===== config.mk =====
export PLATFORM = sky130hd
export DESIGN_NAME = fst_engine
export DESIGN_NICKNAME = d
export VERILOG_FILES = /design/src/hdl/fst_pkg.sv /design/src/hdl/fst_engine.sv
export SDC_FILE = /design/constraint.sdc
export NUM_CORES = 1
export LEC_CHECK = 0
export BUFFER_PORTS_ARGS = -buffer_cell sky130_fd_sc_hd__clkbuf_2
export CORE_MARGIN = 10
export CORE_UTILIZATION = 57
export DETAILED_ROUTE_END_ITERATION = 10
export PLACE_DENSITY = 0.85
export SYNTH_ARGS = -nofsm -noshare
export SYNTH_HDL_FRONTEND = slang
export SYNTH_SLANG_ARGS = --single-unit

===== constraint.sdc =====
create_clock -name clock -period 16.9 [get_ports clock]
set_input_delay 2.535 -clock clock [delete_from_list [all_inputs] [get_ports clock]]
set_output_delay 2.535 -clock clock [all_outputs]
set_load 0.02 [all_outputs]

===== src/hdl/fst_pkg.sv =====
// Shared types and constants for the flow sequence tracker.
package fst_pkg;

   localparam int TABLE_ENTRIES = 256;
   localparam int IDX_W = (TABLE_ENTRIES > 1) ? $clog2(TABLE_ENTRIES) : 1;
   localparam int CNT_W = $clog2(TABLE_ENTRIES + 1);

   localparam logic [31:0] PROTO_VERSION       = 32'd7;
   localparam logic [31:0] IDLE_LIMIT          = 32'd120;
   localparam logic [6:0]  MIN_LEN_CONDENSED   = 7'd22;
   localparam logic [6:0]  MIN_LEN_NORMAL      = 7'd24;
   localparam logic [5:0]  REPLY_LEN_CONDENSED = 6'd38;
   localparam logic [5:0]  REPLY_LEN_NORMAL    = 6'd40;

   localparam int REQ_W = 320;
   localparam int RSP_W = 264;

   localparam int CSR_IDX_W  = 1;
   localparam int CSR_DATA_W = 7;
   localparam logic [CSR_IDX_W-1:0] CSR_DROP_PERCENT     = 1'd0;
   localparam logic [CSR_IDX_W-1:0] CSR_CONDENSED_FORMAT = 1'd1;

   typedef struct packed {
      logic [3:0]  pad;
      logic [6:0]  drop_draw;
      logic [29:0] now_nsec;
      logic [31:0] now_sec;
      logic [63:0] client_nsec;
      logic [63:0] client_sec;
      logic [31:0] version_word;
      logic [31:0] seq_num;
      logic [6:0]  pkt_length;
      logic [15:0] src_port;
      logic [31:0] src_addr;
   } req_beat_type;

   typedef struct packed {
      logic        pad;
      logic [31:0] late_max_seq;
      logic        late_flag;
      logic        flow_tracked;
      logic [29:0] server_nsec;
      logic [31:0] server_sec;
      logic [63:0] reply_client_nsec;
      logic [63:0] reply_client_sec;
      logic [31:0] reply_seq;
      logic [5:0]  reply_length;
      logic        reply_valid;
   } rsp_beat_type;

   typedef struct packed {
      logic [31:0] addr;
      logic [15:0] port;
      logic [31:0] max_seq;
      logic [31:0] last_seen;
   } entry_type;

   typedef struct packed {
      logic [IDX_W-1:0] rd_addr;
      logic             wr_en;
      logic [IDX_W-1:0] wr_addr;
      entry_type        wr_entry;
   } tbl_req_type;

   typedef struct packed {
      logic      valid;
      entry_type entry;
   } tbl_rsp_type;

   typedef struct packed {
      logic [31:0] addr;
      logic [15:0] port;
      logic [31:0] seq;
      logic [31:0] now;
   } eng_key_type;

   typedef struct packed {
      logic        start;
      eng_key_type key;
   } eng_cmd_type;

   typedef struct packed {
      logic        done;
      logic        tracked;
      logic        late;
      logic [31:0] late_max;
   } eng_res_type;

endpackage


===== src/hdl/fst_engine.sv =====
// Lookup sequencer: scans the table with one key comparator, then updates the found or a free entry, if any.
module fst_engine (
   input  logic                 clock,
   input  logic                 reset,
   input  fst_pkg::eng_cmd_type eng_cmd,
   output fst_pkg::eng_res_type eng_res,
   output fst_pkg::tbl_req_type tbl_req,
   input  fst_pkg::tbl_rsp_type tbl_rsp
);
   import fst_pkg::*;

   localparam logic [1:0] E_IDLE = 2'd0;
   localparam logic [1:0] E_SCAN = 2'd1;
   localparam logic [1:0] E_UPD  = 2'd2;

   logic [1:0]       state_ff, state_in;
   logic [CNT_W-1:0] scan_ff, scan_in;
   logic             rd_pend_ff, rd_pend_in;
   logic [IDX_W-1:0] rd_idx_ff, rd_idx_in;
   logic             free_found_ff, free_found_in;
   logic [IDX_W-1:0] free_idx_ff, free_idx_in;
   logic [IDX_W-1:0] slot_ff, slot_in;
   entry_type        ent_ff, ent_in;
   eng_key_type      key_ff, key_in;
   eng_res_type      res_ff, res_in;

   logic        issue_en;
   logic        hit;
   logic        last_rd;
   logic [31:0] age;
   logic [31:0] max_eff;
   logic        grow;

   assign issue_en = (state_ff == E_SCAN) && (scan_ff < CNT_W'(TABLE_ENTRIES));
   assign hit      = rd_pend_ff && tbl_rsp.valid &&
                     (tbl_rsp.entry.addr == key_ff.addr) &&
                     (tbl_rsp.entry.port == key_ff.port);
   assign last_rd  = rd_pend_ff && (rd_idx_ff == IDX_W'(TABLE_ENTRIES - 1));

   assign age     = key_ff.now - ent_ff.last_seen;
   assign max_eff = (age > IDLE_LIMIT) ? 32'd0 : ent_ff.max_seq;
   assign grow    = key_ff.seq > max_eff;

   always_comb begin
      state_in      = state_ff;
      scan_in       = scan_ff;
      rd_pend_in    = issue_en;
      rd_idx_in     = scan_ff[IDX_W-1:0];
      free_found_in = free_found_ff;
      free_idx_in   = free_idx_ff;
      slot_in       = slot_ff;
      ent_in        = ent_ff;
      key_in        = key_ff;
      res_in        = res_ff;
      res_in.done   = 1'b0;

      tbl_req.rd_addr           = scan_ff[IDX_W-1:0];
      tbl_req.wr_en             = 1'b0;
      tbl_req.wr_addr           = slot_ff;
      tbl_req.wr_entry.addr     = key_ff.addr;
      tbl_req.wr_entry.port     = key_ff.port;
      tbl_req.wr_entry.max_seq  = grow ? key_ff.seq : max_eff;
      tbl_req.wr_entry.last_seen = grow ? key_ff.now : ent_ff.last_seen;

      unique case (state_ff)
         E_IDLE: begin
            if (eng_cmd.start) begin
               key_in        = eng_cmd.key;
               scan_in       = '0;
               free_found_in = 1'b0;
               state_in      = E_SCAN;
            end
         end
         E_SCAN: begin
            if (issue_en) begin
               scan_in = scan_ff + CNT_W'(1);
            end
            if (hit) begin
               slot_in  = rd_idx_ff;
               ent_in   = tbl_rsp.entry;
               state_in = E_UPD;
            end else begin
               if (rd_pend_ff && !tbl_rsp.valid && !free_found_ff) begin
                  free_found_in = 1'b1;
                  free_idx_in   = rd_idx_ff;
               end
               if (last_rd) begin
                  if (free_found_ff || !tbl_rsp.valid) begin
                     slot_in           = free_found_ff ? free_idx_ff : rd_idx_ff;
                     ent_in.addr       = key_ff.addr;
                     ent_in.port       = key_ff.port;
                     ent_in.max_seq    = 32'd0;
                     ent_in.last_seen  = key_ff.now;
                     state_in          = E_UPD;
                  end else begin
                     res_in.done     = 1'b1;
                     res_in.tracked  = 1'b0;
                     res_in.late     = 1'b0;
                     res_in.late_max = 32'd0;
                     state_in        = E_IDLE;
                  end
               end
            end
         end
         E_UPD: begin
            tbl_req.wr_en   = 1'b1;
            res_in.done     = 1'b1;
            res_in.tracked  = 1'b1;
            res_in.late     = (max_eff != 32'd0) && (key_ff.seq < max_eff);
            res_in.late_max = res_in.late ? max_eff : 32'd0;
            state_in        = E_IDLE;
         end
         default: begin
            state_in = E_IDLE;
         end
      endcase
   end

   always_ff @(posedge clock) begin
      if (reset) begin
         state_ff      <= E_IDLE;
         rd_pend_ff    <= 1'b0;
         free_found_ff <= 1'b0;
         res_ff.done   <= 1'b0;
      end else begin
         state_ff      <= state_in;
         rd_pend_ff    <= rd_pend_in;
         free_found_ff <= free_found_in;
         res_ff.done   <= res_in.done;
      end
      scan_ff         <= scan_in;
      rd_idx_ff       <= rd_idx_in;
      free_idx_ff     <= free_idx_in;
      slot_ff         <= slot_in;
      ent_ff          <= ent_in;
      key_ff          <= key_in;
      res_ff.tracked  <= res_in.tracked;
      res_ff.late     <= res_in.late;
      res_ff.late_max <= res_in.late_max;
   end

   assign eng_res = res_ff;

endmodule


After elaboration in Yosys (flattened, before gate mapping)
Index checks and enable logic that the tools add are counted.

cells by class
  $lt $le $gt $ge = 4
  mux-type cells = 28
  bitwise logic cells = 1
  add/sub/neg operators = 2
  reduce and logical (&&, ||, !) cells = 24
  equality and inequality tests = 12

operators with widths
  kind                                                 count
  2-to-1 mux 64 bit                                    3
  2-to-1 mux 32 bit                                    4
  2-to-1 mux 35 bit                                    3
  one-hot mux 35 bit (2 select lines)                  1
  equality test 32 bit                                 1
  > comparator 32 bit                                  1
  > comparator 32 x 7 -> 1 bit, second input constant  1
  less-than comparator 32 bit                          1
  2-to-1 mux 8 bit                                     4
  nonzero test 32 bit                                  1
  subtractor 32 bit                                    1
  2-to-1 mux 9 bit                                     2
  one-hot mux 9 bit (2 select lines)                   1
  equality test 16 bit                                 1
  inequality test 2 bit, second input constant         5
  adder 9 x 1 -> 9 bit, second input constant          1
  less-than comparator 9 bit, second input constant    1
  AND reduction 3 bit                                  3
  equality test 8 bit, second input constant           1
  logical AND 1 bit                                    8
  2-to-1 mux 2 bit                                     4
  AND reduction 4 bit                                  2
  nonzero test 2 bit                                   4
  2-to-1 mux 1 bit                                     4
  other kinds (11)                                     13

word-level totals
  bits of input ports = 228
  flip-flop bits (word level) = 248
  word-level logic and storage cells = 88
  output and inout bits = 164

Longest topological paths before layout
Gate-level depths: netlist of run 1.

  word-level depth = 7
  gate-level depth with buffers = 27
  gate-level depth less buffers = 23

Least setup slack after synthesis of run 1
Ideal clock, no wire load.

  path kind = reg2out
  start point = register key_ff[0] (netlist name)
  end point = output tbl_req[32] (netlist name)
  path buffers = 3
  data arrival time = 6187 ps
  required time = 14365 ps
  setup slack = 8178 ps
  cell stages (with the launch flop) = 24
  path through = edfxtp_1 > inv_1 > ha_1 > inv_1 > fa_1 > a211oi_2 > o211ai_1 > a211oi_1 > a2111oi_2 > o21ai_0 > nand4_1 > a2111oi_0 > nand4_2 > buf_6 > or3_1 > ha_1 > nand3_1 > or4_1 > nor3_1 > nand3_1 > o41a_1 > clkbuf_1 > clkbuf_1 > o41ai_1

RTL lines
  element                 RTL line           text
  from (decl)             fst_engine.sv:24   eng_key_type key_ff, key_in;
  from (signal assigned)  fst_engine.sv:136  key_ff <= key_in;
  to (decl)               fst_engine.sv:7    output fst_pkg::tbl_req_type tbl_req,

==> results.toml, run 1 <==
[status]
status = "completed"

[synth]
synthAdderAreaFrac = 0.0607
synth-edff-count = 235
synth_top_area_cell = "edfxtp_1"
synth_common_cells = "edfxtp_1, nand2_1, inv_1"
synthSimpleGateAreaFrac = 0.153
synth_cell_types = 71
synth_nets = 1562
synth.most_common_cell = "edfxtp_1"
netlist_area_um2 = 14100
avgSynthCellArea_um2 = 11.2
synthCells = 1266
synth_top_area_share = 0.499
async_reset_ff_frac = 0
synthMuxAreaShare = 0.0363
synth_area_leaders = "edfxtp_1, ha_1, nand2_1"
synth_compound_area_frac = 0.122
synthXorXnorAreaFrac = 0.0341
synth_top_family_by_area = "simple AND/OR/NAND/NOR gates"
synth-seq-area-share = 0.518
yosys_most_used_dff = "edfxtp_1"
yosysWarnings = 0
ys_seq_elements = 248

[power]
leakage_nw = 6.88
finalPower_mw = 1.60
vdd_drop_max_mv = 0.0996
power_density_nw_per_um2 = 95.2

[place]
placed_cells = 1865
place_area_um2 = 15900
place.gp.congestion = 0.922
post-dp-hpwl_um = 31800
dpl_worst_slack_ps = 6630
portBuffers = 391

[die]
core_area_um2 = 24400
initial_core_util = 0.579
die_h_um = 177
num_rows = 57
pin_count = 392
die_area_um2 = 31500
die-width_um = 177

[clock_tree]
cts_buffers = 28
clock-sinks = 248
clkTransAtPathRegs_ps = 70
clk_latency_ps = 560
cts_tree = "done"
cts-root-buf = "clkbuf_16"
cts-htree-levels = 1
post_cts_resized = 0
post-cts-setup-buffer-count = 0
clock_path_buffers = 3
holdBufCountCts = 0

[timing]
final-setup-viol-count = 0
rsz0062_at_grt = "no"
fmaxAchievable_mhz = 91.7
holdWs_ps = 449
timing.final.ws_setup_ps = 5990
finalSetupTns_ps = 0
clock_skew_ps = 24.3
maxSlewHeadroom = 0.244
finalHoldViolCount = 0
post-route-period-util = 0.645
layout_min_cycle_time_ps = 10910
worst_pin_slew_ps = 1130
drv_slew = 0

[hold_path]
hold_path_depth = 0
hp-class = "reg2reg"

[global_route]
grt_pass1_wl_um = 64400
grt_pass1_vias = 11500
track_usage = 0.258
grt_max_degree = 98
grt_antenna_before_repair = 4
overflow = 0

[finish]
drive_gt1_frac = 0.334
fin_area_um2 = 16800
fill_cells = 1851
areaGrowthSynthToFinish_pct = 19.0
final_nets = 1867
instances_no_fill = 1919
fin_util = 0.690

[route]
wl_per_cell_um = 22.1
vias = 11300
drcViolationCount = 0
vias_per_cell = 5.88
drt-total-wl_um = 42300
postRouteAntennaNets = 0
drt_iter0_markers = 1043
first_pass_iters = 5

[worst_setup_path]
cp-start-kind = "register"
ff2ff_path_depth = 23
required_ps = 14370
worstSetupPathType = "reg2out"
cp_max_fo = 97
endpoint_kind = "primary output"
critPathArrivalTime_ps = 8370

[flow_run]
maxCapViolations = 0
-- layout make-up --
class	instances	area [um2]	share of cell area
inverters	92	345	0.0205
diodes	4	10.0	0.000595
repair buffers	397	2000	0.119
clock inverters	18	226	0.0135
multi-input cells	804	5790	0.344
well taps	324	405	0.0241
flip-flops and latches	248	7320	0.435
clock buffers	32	726	0.0431
-- where the power goes --
part           internal (mW)  switching [mW]  leakage [nW]
combinational         0.0899           0.152          3.95
sequential             0.705          0.0230          2.47
clock                  0.372           0.259         0.456
-- cells in the final DEF, fill, tap and decap left out, drive strengths merged, types with 29 or more instances in the layout --
cell	Yosys	layout
o41ai	35	35
clkbuf	38	423
ha	67	67
and2	38	38
a21oi	48	48
nor2	38	38
edfxtp	235	235
or3	37	37
inv	92	95
mux2	42	42
xnor2	29	29
o21ai	59	59
nand2	136	136
nor4	50	50
-- state kept, by name, indices dropped and copies added, names as in the netlist --
name and count:
rd_pend_ff 1, free_idx_ff 8, tbl_req 48, ent_ff 64
eng_res 35, scan_ff 9, slot_ff 8, rd_idx_ff 8
key_ff 64, state_ff 2, free_found_ff 1
-- path summary, 6_finish.rpt --
kind	endpoint	start	slack, ps
worst max register to register	eng_res[15]	key_ff[0]	9060
worst min-delay path	rd_idx_ff[5]	scan_ff[5]	450
worst min register to register	rd_idx_ff[5]	scan_ff[5]	450
worst max-delay path	tbl_req[24]	key_ff[0]	5990
-- worst max-delay path, stage by stage (launching register included) --
cell and delay [ps]:
edfxtp_1 390, inv_1 80, ha_1 170, inv_1 60, fa_1 400, a211oi_2 360
o211ai_1 220, a211oi_1 420, a2111oi_2 160, o21ai_0 170, nand4_1 110, a2111oi_0 620
nand4_4 140, buf_4 450, or3_1 490, ha_1 310, nand3_1 120, or4_1 560
nor3_1 300, nand3_1 140, a21oi_1 120, or3_1 130, o41a_2 500, buf_4 760
nand2_1 160, o21ai_0 160, clkbuf_2 230
-- logic make-up after synthesis --
kind of cell / after synthesis
buf+inv: 214
mux: 46
xor+xnor: 55
compound gates: 246
fa+ha+maj: 68
flops: 248
simple gates: 389
-- routing by layer --
layer / wire, um / vias up / GRT usage
met5: 0 / - / 0
met3: 3400 / 83 / 0.0538
met4: 1320 / 0 / 0.0795
met2: 21100 / 560 / 0.442
met1: 16500 / 5387 / 0.320
li1: - / 5261 / -
Note: power is estimated with default switching activity, not from simulation.
==> run 2, diff against run 1 <==
--- a/config.mk
+++ b/config.mk
@@ -7,9 +7,9 @@
 export LEC_CHECK = 0
 export BUFFER_PORTS_ARGS = -buffer_cell sky130_fd_sc_hd__clkbuf_2
 export CORE_MARGIN = 10
-export CORE_UTILIZATION = 57
+export CORE_UTILIZATION = 48
 export DETAILED_ROUTE_END_ITERATION = 10
-export PLACE_DENSITY = 0.85
+export PLACE_DENSITY = 0.76
 export SYNTH_ARGS = -nofsm -noshare
 export SYNTH_HDL_FRONTEND = slang
 export SYNTH_SLANG_ARGS = --single-unit
==> constraint.sdc (replaced) <==
create_clock -name clock -period 9.07 [get_ports clock]
set_input_delay 1.3605 -clock clock [delete_from_list [all_inputs] [get_ports clock]]
set_output_delay 1.3605 -clock clock [all_outputs]
set_load 0.02 [all_outputs]
==> run 2 against run 1 <==
Effect of this change:
- cell count rose by 3.8%
- non-clock buffer count rose by 10
- sequential share of layout area fell by 0.66 points
- worst hold slack is essentially flat
- global-route usage shrank 4.4 points
- first-iteration DRC count shrank 14%
- critical endpoint is now tbl_req[58]
==> results.toml, run 2 (synthesized netlist as in run 1, its figures left out) <==
[status]
status = "completed"

[clock_tree]
cts-htree-levels = 1
cts_tree = "done"
clkTransAtPathRegs_ps = 60
clock-sinks = 248
cts-root-buf = "clkbuf_16"
cts_buffers = 28
clk_latency_ps = 550
clock_path_buffers = 3

[finish]
final_nets = 1880
drive_gt1_frac = 0.337
areaGrowthSynthToFinish_pct = 20.9
fin_util = 0.592
layout_common_cells = "clkbuf_2, edfxtp_1, nand2_1"
fin_area_um2 = 17100
multiInputGateArea_um2 = 5880
final_common_cell = "clkbuf_2"
seq_area_um2 = 7320
fill_cells = 2389

[place]
portBuffers = 391
place_area_um2 = 16000
place.gp.congestion = 0.913
post-dp-hpwl_um = 31600

[worst_setup_path]
critPathArrivalTime_ps = 7440
required_ps = 7710
r2r-start = "key_ff[0]"
worstSetupPathType = "reg2out"
cp_max_fo = 23
ff2ff_path_depth = 27
timing.rr.end = "eng_res[12]"
endpoint_kind = "primary output"
reg2reg_slack_ps = 2220
cp-start-kind = "register"

[timing]
rsz0062_at_grt = "yes"
maxSlewHeadroom = 0.246
holdWs_ps = 450
drv_slew = 0
layout_min_cycle_time_ps = 8800
post-route-period-util = 0.970
final-setup-viol-count = 0
fmaxAchievable_mhz = 114
worst_pin_slew_ps = 1130
clock_skew_ps = 14.4
finalHoldViolCount = 0
finalSetupTns_ps = 0

[die]
initial_core_util = 0.490
die-width_um = 192
die_h_um = 192
pin_count = 392
core_area_um2 = 28900
num_rows = 62
die_area_um2 = 36700

[hold_path]
min_to = "rd_idx_ff[1]"
hp-class = "reg2reg"
worstHoldStart = "scan_ff[1]"
hold_path_depth = 0

[global_route]
grt_pass1_wl_um = 62700
grt_max_degree = 74
overflow = 0
grt_pass1_vias = 11200
grt_antenna_before_repair = 4
track_usage = 0.214

[power]
leakage_nw = 6.97
finalPower_mw = 2.96
power_density_nw_per_um2 = 173
vdd_drop_max_mv = 0.161

[flow_run]
maxCapViolations = 0

[route]
drcViolationCount = 0
drt_iter0_markers = 892
postRouteAntennaNets = 0
drt-total-wl_um = 41600
wl_per_cell_um = 20.9
vias = 11200
vias_per_cell = 5.64
first_pass_iters = 5
## run 2: changes by cell type in the layout (fill, tap and decap cells not counted), moves of 2 or more
cell | previous run | this run
buf_12 | 0 | 2
a211oi_4 | 0 | 2
clkbuf_1 | 3 | 8
diode_2 | 4 | 2
a2111oi_1 | 0 | 2
a2111oi_0 | 7 | 5
buf_4 | 6 | 12
clkinv_2 | 2 | 4
inv_6 | 2 | 0
clkinvlp_4 | 3 | 0
## run 2: worst max-delay path: stages, from the launching register on
cell	delay, ps
edfxtp_1	390
inv_1	90
ha_1	160
inv_1	60
fa_1	430
a211oi_4	330
o211ai_1	210
a211oi_2	310
a2111oi_2	130
o21ai_0	170
nand4_1	110
a2111oi_1	380
buf_4	240
nand4_4	90
buf_12	190
buf_4	200
or3_1	370
ha_1	300
nand2_1	50
or4_1	460
nor3_1	320
nand3_1	230
o41a_2	760
o41ai_1	610
clkbuf_2	290
## run 2: how the worst max path moves through the flow
stage,cells after the start,startpoint,slack (ps),end
after floorplan,23,key_ff[0],1520,tbl_req[32]
after global placement,25,key_ff[0],510,tbl_req[0]
after detailed placement,25,key_ff[0],230,tbl_req[0]
after CTS,26,key_ff[0],3,tbl_req[31]
after global routing,19,key_ff[11],-40,tbl_req[56]
final,24,key_ff[0],270,tbl_req[58]
## run 2: metrics by stage
step	worst slack, ps	cells
floorplan	1520	1266
global placement	509	1933
detailed placement	225	1933
CTS	3.05	1985
global route	-36.4	1992
finish	274	1992
## run 2: routing by layer
layer | GRT usage | up-vias | wire [um]
li1 | - | 5297 | -
met1 | 0.272 | 5310 | 16600
met2 | 0.356 | 544 | 20000
met3 | 0.0513 | 83 | 3670
met4 | 0.0649 | 4 | 1260
met5 | 0 | - | 25
## run 2: timing repair
| action | CTS | global route |
|---|---|---|
| cloned | 0 | 3 |
| endpoints found under the setup margin | 50 | 64 |
| pin swaps | 0 | 3 |
| hold buffers | 0 | 0 |
| resized for setup | 3 | 9 |
| setup buffers | 0 | 2 |
## run 2: cell type report
| cell class | instances | area share |
|---|---|---|
| Timing Repair Buffer | 407 | 0.124 |
| Tap cell | 384 | 0.0281 |
| Antenna cell | 2 | 0.000293 |
| Clock inverter | 14 | 0.0105 |
| Clock buffer | 38 | 0.0444 |
| Inverter | 92 | 0.0202 |
| Sequential cell | 248 | 0.428 |
| Multi-Input combinational cell | 807 | 0.344 |
## run 2: power by group
part           switching (mW)  internal (mW)
Clock                   0.446          0.697
Combinational           0.287          0.173
Sequential             0.0407           1.31
==> run 3, diff against run 2 <==
--- a/config.mk
+++ b/config.mk
@@ -7,9 +7,9 @@
 export LEC_CHECK = 0
 export BUFFER_PORTS_ARGS = -buffer_cell sky130_fd_sc_hd__clkbuf_2
 export CORE_MARGIN = 10
-export CORE_UTILIZATION = 48
+export CORE_UTILIZATION = 35
 export DETAILED_ROUTE_END_ITERATION = 10
-export PLACE_DENSITY = 0.76
+export PLACE_DENSITY = 0.58
 export SYNTH_ARGS = -nofsm -noshare
 export SYNTH_HDL_FRONTEND = slang
 export SYNTH_SLANG_ARGS = --single-unit
==> run 3 against run 2 <==
Effect of this change:
- combinational power barely moved
- die area is 33% higher
- first-iteration DRC count shrank 3.1%
- sequential share of layout area decreased by 0.65 points
- utilization decreased by 16 points
- clock skew grew 12 ps
- via count fell by 1.4%
- worst hold slack lost 4.8 ps
- power rose by 3.4%
- register-to-register slack worse by 450 ps
- critical path depth down 1
- flip-flop and latch count did not move
- largest power group unchanged
==> results.toml, run 3 (synthesized netlist as in run 1, its figures left out) <==
[status]
status = "completed"

[power]
leakage_nw = 7.01
finalPower_mw = 3.06
vdd_drop_max_mv = 0.137
power_density_nw_per_um2 = 176

[place]
portBuffers = 391
post-dp-hpwl_um = 34100
placed_cells = 2075
dpl_worst_slack_ps = 606
place.gp.congestion = 0.883

[timing]
clock_skew_ps = 26.7
layout_min_cycle_time_ps = 8790
maxSlewHeadroom = 0.250
fmaxAchievable_mhz = 114
post-route-period-util = 0.969
finalHoldViolCount = 0
timing.final.ws_setup_ps = 278
rsz0062_at_grt = "yes"
finalSetupTns_ps = 0
final-setup-viol-count = 0
drv_slew = 0
worst_pin_slew_ps = 1120

[clock_tree]
cts-root-buf = "clkbuf_16"
clock-sinks = 248
holdBufCountCts = 0
clkTransAtPathRegs_ps = 60
cts-htree-levels = 1
clock_path_buffers = 3
cts_buffers = 30
cts_tree = "done"
clk_latency_ps = 580

[worst_setup_path]
critPathMaxStageDelay_ps = 570
cp_max_fo = 66
cpMaxStageDelayCell = "or4_1"
cp-start-kind = "register"
crit_chain = "inv_1 -> ha_1 -> inv_1 -> fa_1 -> a211oi_2 -> o211ai_1 -> a211oi_2 -> a2111oi_2 -> nor4_1 -> a31oi_1 -> nor4_4 -> nand4_4 -> buf_4 -> or3_1 -> ha_1 -> nand2_1 -> or4_1 -> nor3_1 -> nand3_1 -> o41a_2 -> buf_12 -> o21ai_0 -> clkbuf_2"
worstSetupPathType = "reg2out"
critPathArrivalTime_ps = 7430
required_ps = 7710
endpoint_kind = "primary output"

[global_route]
grt_pass1_wl_um = 67500
overflow = 0
top_usage_layer = "met2"
grtUsageMet3 = 0.0436
met2_usage = 0.283
grt_max_degree = 72
track_usage = 0.173
met1_usage = 0.217
grt_antenna_before_repair = 10
grt_pass1_vias = 11300

[route]
drt-total-wl_um = 44600
first_pass_iters = 5
drt_iter0_markers = 864
postRouteAntennaNets = 0
wl_per_cell_um = 20.8
vias_per_cell = 5.18
vias = 11100
drcViolationCount = 0

[die]
core_area_um2 = 39800
die_h_um = 221
die-width_um = 221
pin_count = 392
initial_core_util = 0.355
die_area_um2 = 48800
num_rows = 73

[finish]
final_nets = 1882
areaGrowthSynthToFinish_pct = 22.7
fill_cells = 3863
final_common_cell = "clkbuf_2"
layout_common_cells = "clkbuf_2, edfxtp_1, nand2_1"
instances_no_fill = 2141
drive_gt1_frac = 0.342
fin_util = 0.435

[flow_run]
maxCapViolations = 0

[hold_path]
hp-class = "reg2reg"
==> run 3: cell count changes in the layout (fill, tap and decap cells not counted), moves of 2 or more <==
cell       previous run  this run
diode_2               2         7
buf_4                12        16
clkbuf_1              8         4
a2111oi_0             5         7
a2111oi_1             2         0
a211oi_2              1         3
a211oi_4              2         0
clkbuf_16            28        30
clkbuf_8              2         4
clkinv_2              4         2
inv_6                 0         2
==> run 3: final timing paths <==
kind / startpoint / to / slack, ps / cells past startpoint
min reg2reg: scan_ff[7] / rd_idx_ff[7] / 440 / 0
min: scan_ff[7] / rd_idx_ff[7] / 440 / 0
max: key_ff[0] / tbl_req[1] / 280 / 23
max reg2reg: key_ff[0] / eng_res[16] / 1770 / 23
==> run 3: timing repair <==
action / in CTS / in global routing
setup endpoints to repair: 10 / 64
cloned: 1 / 0
resized for setup: 3 / 4
buffers inserted: 0 / 3
pin swaps: 1 / 3
==> run 3: area by class of cell <==
cell class / count / area, um2 / share of cell area
well taps: 525 / 657 / 0.0379
clock inverters: 17 / 229 / 0.0132
flip-flops and latches: 248 / 7320 / 0.422
clock buffers: 38 / 821 / 0.0473
multi-input cells: 805 / 5850 / 0.337
diodes: 7 / 17.5 / 0.00101
repair buffers: 409 / 2110 / 0.122
inverters: 92 / 345 / 0.0199
==> run 3: metrics by stage <==
| stage | hold slack (ps) | instance area, um2 |
|---|---|---|
| 4_1_cts | 443 | 17300 |
| 6_report | 445 | 17300 |
| 3_5_place_dp | 430 | 16200 |
| 2_1_floorplan | 394 | 14100 |
| 5_1_grt | 470 | 17300 |
| 3_3_place_gp | 428 | 16200 |
==> run 3: routing by layer <==
| metal | vias up | part of all wire |
|---|---|---|
| met2 | 416 | 0.48 |
| met4 | 2 | 0.025 |
| met3 | 62 | 0.071 |
| met5 | - | 0.00029 |
| li1 | 5299 | - |
| met1 | 5301 | 0.42 |
==> run 3: critical path: cells and delay by family, from the launching register on <==
family	cells	cell delay (ps)
flip-flops	1	380
adder cells (fa/ha/maj)	3	880
AND/OR/NAND/NOR	8	2510
buffers and inverters	5	860
AO/OA/AOI/OAI	7	2170
==> run 3: report_power, final <==
group	total (mW)	switching, mW	internal, mW
Clock	1.24	0.487	0.758
Combinational	0.459	0.288	0.171
Sequential	1.35	0.0403	1.31
